`src/rtl/fmpd_pkg.sv`:
```
package fmpd_pkg;

  // Number of CORDIC stages requested, and the length of the arctangent table
  localparam int CORDIC_STAGES  = 16;
  localparam int ATAN_TABLE_LEN = 24;
  localparam int NSTG = (CORDIC_STAGES > ATAN_TABLE_LEN) ? ATAN_TABLE_LEN : CORDIC_STAGES;

  localparam int SAMPLE_W = 16;
  localparam int PROD_W   = 2 * SAMPLE_W;
  localparam int SUM_W    = PROD_W + 1;
  // |re|,|im| <= 2^31; the CORDIC gain (~1.65) times sqrt(2) stays below 2^33
  localparam int XY_W     = SUM_W + 3;
  localparam int ACC_W    = 32;
  localparam int PHASE_W  = 16;
  localparam int SHIFT_W  = $clog2(ATAN_TABLE_LEN);

  localparam logic [PHASE_W-1:0] PHASE_ZERO = '0;
  localparam logic [PHASE_W-1:0] PHASE_PI   = {1'b1, {(PHASE_W-1){1'b0}}};
  localparam logic [ACC_W-1:0]   ACC_HALF   = {1'b1, {(ACC_W-1){1'b0}}};
  localparam logic [ACC_W-1:0]   ROUND_HALF = ACC_W'(1) << (ACC_W - PHASE_W - 1);

  // Payload handed from one CORDIC cell to the next
  typedef struct packed {
    logic                     valid;
    logic                     force_en;
    logic [PHASE_W-1:0]       force_val;
    logic signed [XY_W-1:0]   x;
    logic signed [XY_W-1:0]   y;
    logic [ACC_W-1:0]         acc;
  } cell_t;

  // atan(2^-k), 2^32 per full turn
  function automatic logic [ACC_W-1:0] atan_at(input logic [SHIFT_W-1:0] k);
    logic [ACC_W-1:0] v;
    unique case (k)
      5'd0:  v = 32'd536870912;
      5'd1:  v = 32'd316933406;
      5'd2:  v = 32'd167458907;
      5'd3:  v = 32'd85004756;
      5'd4:  v = 32'd42667331;
      5'd5:  v = 32'd21354465;
      5'd6:  v = 32'd10679838;
      5'd7:  v = 32'd5340245;
      5'd8:  v = 32'd2670163;
      5'd9:  v = 32'd1335087;
      5'd10: v = 32'd667544;
      5'd11: v = 32'd333772;
      5'd12: v = 32'd166886;
      5'd13: v = 32'd83443;
      5'd14: v = 32'd41722;
      5'd15: v = 32'd20861;
      5'd16: v = 32'd10430;
      5'd17: v = 32'd5215;
      5'd18: v = 32'd2608;
      5'd19: v = 32'd1304;
      5'd20: v = 32'd652;
      5'd21: v = 32'd326;
      5'd22: v = 32'd163;
      5'd23: v = 32'd81;
      default: v = '0;
    endcase
    return v;
  endfunction

endpackage

```
`src/rtl/fmpd_cordic_cell.sv`:
```
module fmpd_cordic_cell (
  input  logic                               clk,
  input  logic                               rst_n,
  input  logic                               en,
  input  logic [fmpd_pkg::SHIFT_W-1:0]       shift,
  input  logic [fmpd_pkg::ACC_W-1:0]         atan,
  input  fmpd_pkg::cell_t                    d_in,
  output fmpd_pkg::cell_t                    d_out
);

  fmpd_pkg::cell_t              cell_r;
  fmpd_pkg::cell_t              cell_nxt;
  logic signed [fmpd_pkg::XY_W-1:0] dx;
  logic signed [fmpd_pkg::XY_W-1:0] dy;

  // arithmetic shift = floor shift
  assign dx = d_in.y >>> shift;
  assign dy = d_in.x >>> shift;

  always_comb begin
    cell_nxt = d_in;
    if (!d_in.y[fmpd_pkg::XY_W-1]) begin
      cell_nxt.x   = d_in.x + dx;
      cell_nxt.y   = d_in.y - dy;
      cell_nxt.acc = d_in.acc + atan;
    end else begin
      cell_nxt.x   = d_in.x - dx;
      cell_nxt.y   = d_in.y + dy;
      cell_nxt.acc = d_in.acc - atan;
    end
  end

  always_ff @(posedge clk) begin
    if (!rst_n) begin
      cell_r.valid <= 1'b0;
    end else if (en) begin
      cell_r.valid <= d_in.valid;
    end
    if (en) begin
      cell_r.force_en  <= cell_nxt.force_en;
      cell_r.force_val <= cell_nxt.force_val;
      cell_r.x         <= cell_nxt.x;
      cell_r.y         <= cell_nxt.y;
      cell_r.acc       <= cell_nxt.acc;
    end
  end

  assign d_out = cell_r;

endmodule

```
`config.mk`:
```
export PLATFORM = sky130hd
export DESIGN_NAME = fmpd_cordic_cell
export DESIGN_NICKNAME = d
export VERILOG_FILES = /design/src/rtl/fmpd_pkg.sv /design/src/rtl/fmpd_cordic_cell.sv
export SDC_FILE = /design/constraint.sdc
export NUM_CORES = 1
export LEC_CHECK = 0
export BUFFER_PORTS_ARGS = -buffer_cell sky130_fd_sc_hd__buf_2
export CAP_MARGIN = 10
export CORE_AREA = 2 2 212 255
export DETAILED_ROUTE_END_ITERATION = 12
export DIE_AREA = 0 0 214 257
export GPL_ROUTABILITY_DRIVEN = 0
export SKIP_LAST_GASP = 1
export SYNTH_ARGS = -nofsm -noshare
export SYNTH_HDL_FRONTEND = slang
export SYNTH_SLANG_ARGS = --single-unit
```
`constraint.sdc`:
```
create_clock -name clk -period 7.2 [get_ports clk]
set_input_delay 0.72 -clock clk [delete_from_list [all_inputs] [get_ports clk]]
set_output_delay 0.72 -clock clk [all_outputs]
set_load 0.02 [all_outputs]
```
==> flow_summary_export.csv <==
group,metric,value,unit
setup_path,reg2reg_slack,6.59,ns
global_route,grt_pass1_vias,16389,
clock_network,cts_buffer_depth,2,
logic_synthesis,yosys.area.top_type,"edfxtp_1",
logic_synthesis,synth_seq_area_share,22.0,%
placed_design,post-dp-hpwl,50.9,mm
final_layout,antennaDiodeCount,0,
clock_network,cts_setup_buffers,0,
placed_design,numPortBuffers,283,
final_layout,register_area,3650,sq um
setup_path,reg2reg_from,"d_out[121]",
die,std_cell_rows,92,
power_and_ir_drop,p_leak,7.86,nW
power_and_ir_drop,power.total,0.00415,W
sta,skew,0,ns
power_and_ir_drop,ir_worst_vdd,0.129,mV
setup_path,worstPathMaxFanout,34,
logic_synthesis,synth_common_cells,"nor2_1 (157), a21oi_1 (145), edfxtp_1 (121), xnor2_1 (121), nand2_1 (115)",
sta,hold_viol,0,
logic_synthesis,yosysTopAreaCellShare,21.8,%
global_route,grt_max_degree,70,
global_route,antenna_found_initial,0,
logic_synthesis,synth_most_common_cell,"nor2_1",
clock_network,htree_levels,4,
clock_network,cts_tree,"built",
die,io_pins,284,
die,die_h,257,um
logic_synthesis,synth_area_leaders,"edfxtp_1 (22%), mux4_2 (12%), ha_1 (7.9%)",
final_layout,drive_gt1_share,26.0,%
route,routedWlPerCell,23.5,um
sta,slew-limit-headroom,31.6,%
final_layout,largest_reg_flops,122,
setup_path,crit_type,"primary input to register",
logic_synthesis,ys_async_sr_fraction,0,%
sta,tightest_slew,1.02,ns
global_route,grt_pass1_wl,98.4,mm
sta,rsz0062_at_grt,"no",
sta,setup_tns,0,ns
route,route.final.wire_length,65.3,mm
die,dieWidth,214,um
route,vias,16820,
sta,fin_crit_sh,95.3,%
final_layout,fin_area,19500,sq um
global_route,groute.usage.overall,23.1,%
die,coreArea,52400,sq um
logic_synthesis,synth-seq-cells,122,
route,first_pass_iters,6,
setup_path,required,7.40,ns
setup_path,end_kind,"register",
die,die-area,55000,sq um
run,maxCapViolCount,0,
clock_network,cts-buffers-inserted,17,
logic_synthesis,syn_inst,1802,
hold_path,holdPathStages,1,
hold_path,hold_class,"primary input to register",
setup_path,worstPathArrival,7.06,ns
logic_synthesis,synth.distinct_cells,95,
route,drc,0,
placed_design,place_area,18900,sq um
clock_network,cts_root_buffer,"clkbuf_16",
final_layout,areaGrowthSynthToFinish,17.1,%
clock_network,clk_latency,0.45,ns
final_layout,fill_cells,5258,
logic_synthesis,yosys_warnings,0,
setup_path,r2r_end,"d_out[121]",
hold_path,hold_end,"d_out[106]",
logic_synthesis,synth_flop_cell,"edfxtp_1",
sta,slew_viol_final,0,
logic_synthesis,syn_area,16600,sq um
logic_synthesis,synth-edff-count,121,
route,drtAntennaViolNets,0,
die,initial_utilization,31.8,%
final_layout,multi_input_area,12200,sq um
clock_network,path_clk_slew,0.07,ns
sta,fmax,146,MHz
route,drtIter0Drc,1955,
sta,layout_min_cycle_time,6.86,ns
setup_path,worstRegToRegCells,2,
clock_network,cts_hold_buf,0,
route,avgViaCountPerCell,6.05,
final_layout,finalNetCount,2333,
global_route,grt-ovfl-total,0,
power_and_ir_drop,cellPowerDensity,213,nW/um^2
hold_path,hold_start,"d_in[106]",
logic_synthesis,syn_avg_cell_area,9.23,sq um
clock_network,post_cts_resized,0,
status,status,"completed",
clock_network,cts_num_sinks,122,
logic_synthesis,synth_nets,2072,
setup_path,cp-start-kind,"primary input",
sta,setup_viol,0,
==> cells by family after synthesis <==
kind of cell / share of synthesized area, %
buf+inv: 4.61
fa+ha+maj: 8.26
flops: 22.0
xor+xnor: 9.14
simple gates: 15.6
mux: 18.5
compound gates: 21.9
==> cell usage in the layout, fill, tap and decap left out, types with 15 or more instances in the layout <==
master	count
a211oi_1	24
a21o_1	36
a21oi_1	145
a22oi_1	20
a31oi_1	18
and2_1	20
and3_1	16
buf_2	279
buf_4	62
clkbuf_16	17
edfxtp_1	121
ha_1	105
inv_1	53
mux2_2	39
mux2i_1	53
mux4_2	91
nand2_1	115
nand2b_1	28
nand3_1	30
nand4_1	15
nor2_1	157
nor2b_1	26
nor3_1	41
o211ai_1	15
o21a_1	23
o21ai_0	80
o21bai_1	15
o22ai_1	17
xnor2_1	121
xor2_1	50
==> layer usage <==
metal	GRT usage (%)	vias up	part of all wire, %
met4	14.7	0	7.0
li1	-	7521	-
met3	5.27	255	9.0
met2	37.9	1050	46
met5	0	-	0
met1	27.2	7994	38
==> area by class of cell <==
cell class	count	area share, %
clock buffer	17	2.18
multi-input combinational	1523	62.7
inverter	55	1.06
sequential	122	18.8
tap	705	4.53
clock inverter	15	1.01
timing repair buffer	344	9.78
==> worst max path at each step <==
stage,to,start,cells after the start
6_report,d_out[66],shift[0],21
5_1_grt,d_out[66],shift[0],21
4_1_cts,d_out[67],shift[1],21
3_5_place_dp,d_out[67],shift[1],21
3_3_place_gp,d_out[67],shift[0],23
2_1_floorplan,d_out[100],shift[1],22
==> metrics by stage <==
step / instances / setup slack, ns / hold slack (ns) / util (%)
3_5_place_dp: 2749 / 0.194 / 0.528 / 36.0
5_1_grt: 2781 / 0.0426 / 0.407 / 37.2
2_1_floorplan: 1802 / 1.47 / 0.589 / -
6_report: 2781 / 0.341 / 0.439 / 37.2
3_3_place_gp: 2749 / 0.175 / 0.491 / 36.0
4_1_cts: 2781 / 0.678 / 0.387 / 37.2
==> power breakdown <==
part | leakage [nW] | total, W | switching (W) | internal [W]
clock | 0.301 | 0.000949 | 0.000391 | 0.000557
sequential | 1.19 | 0.00106 | 0.0000438 | 0.00102
combinational | 6.36 | 0.00213 | 0.00131 | 0.000826
total | 7.86 | 0.00415 | 0.00174 | 0.00240
==> worst max-delay path: stages <==
cell      delay, ns
buf_4          0.45
inv_1          0.35
buf_4          0.28
buf_4          0.22
a32o_1         0.25
o21ai_0        0.55
o211ai_1       0.30
nor4b_2        0.39
and3_1         0.32
and2_1         0.30
a31oi_1        0.14
xnor2_1        0.17
ha_1           0.44
and4_1         0.26
and3_1         0.17
o31ai_1        0.11
a211oi_1       0.47
nor3_1         0.19
o31ai_1        0.44
nand2_1        0.11
a311o_1        0.37
Power figures use the tool's default switching activity.
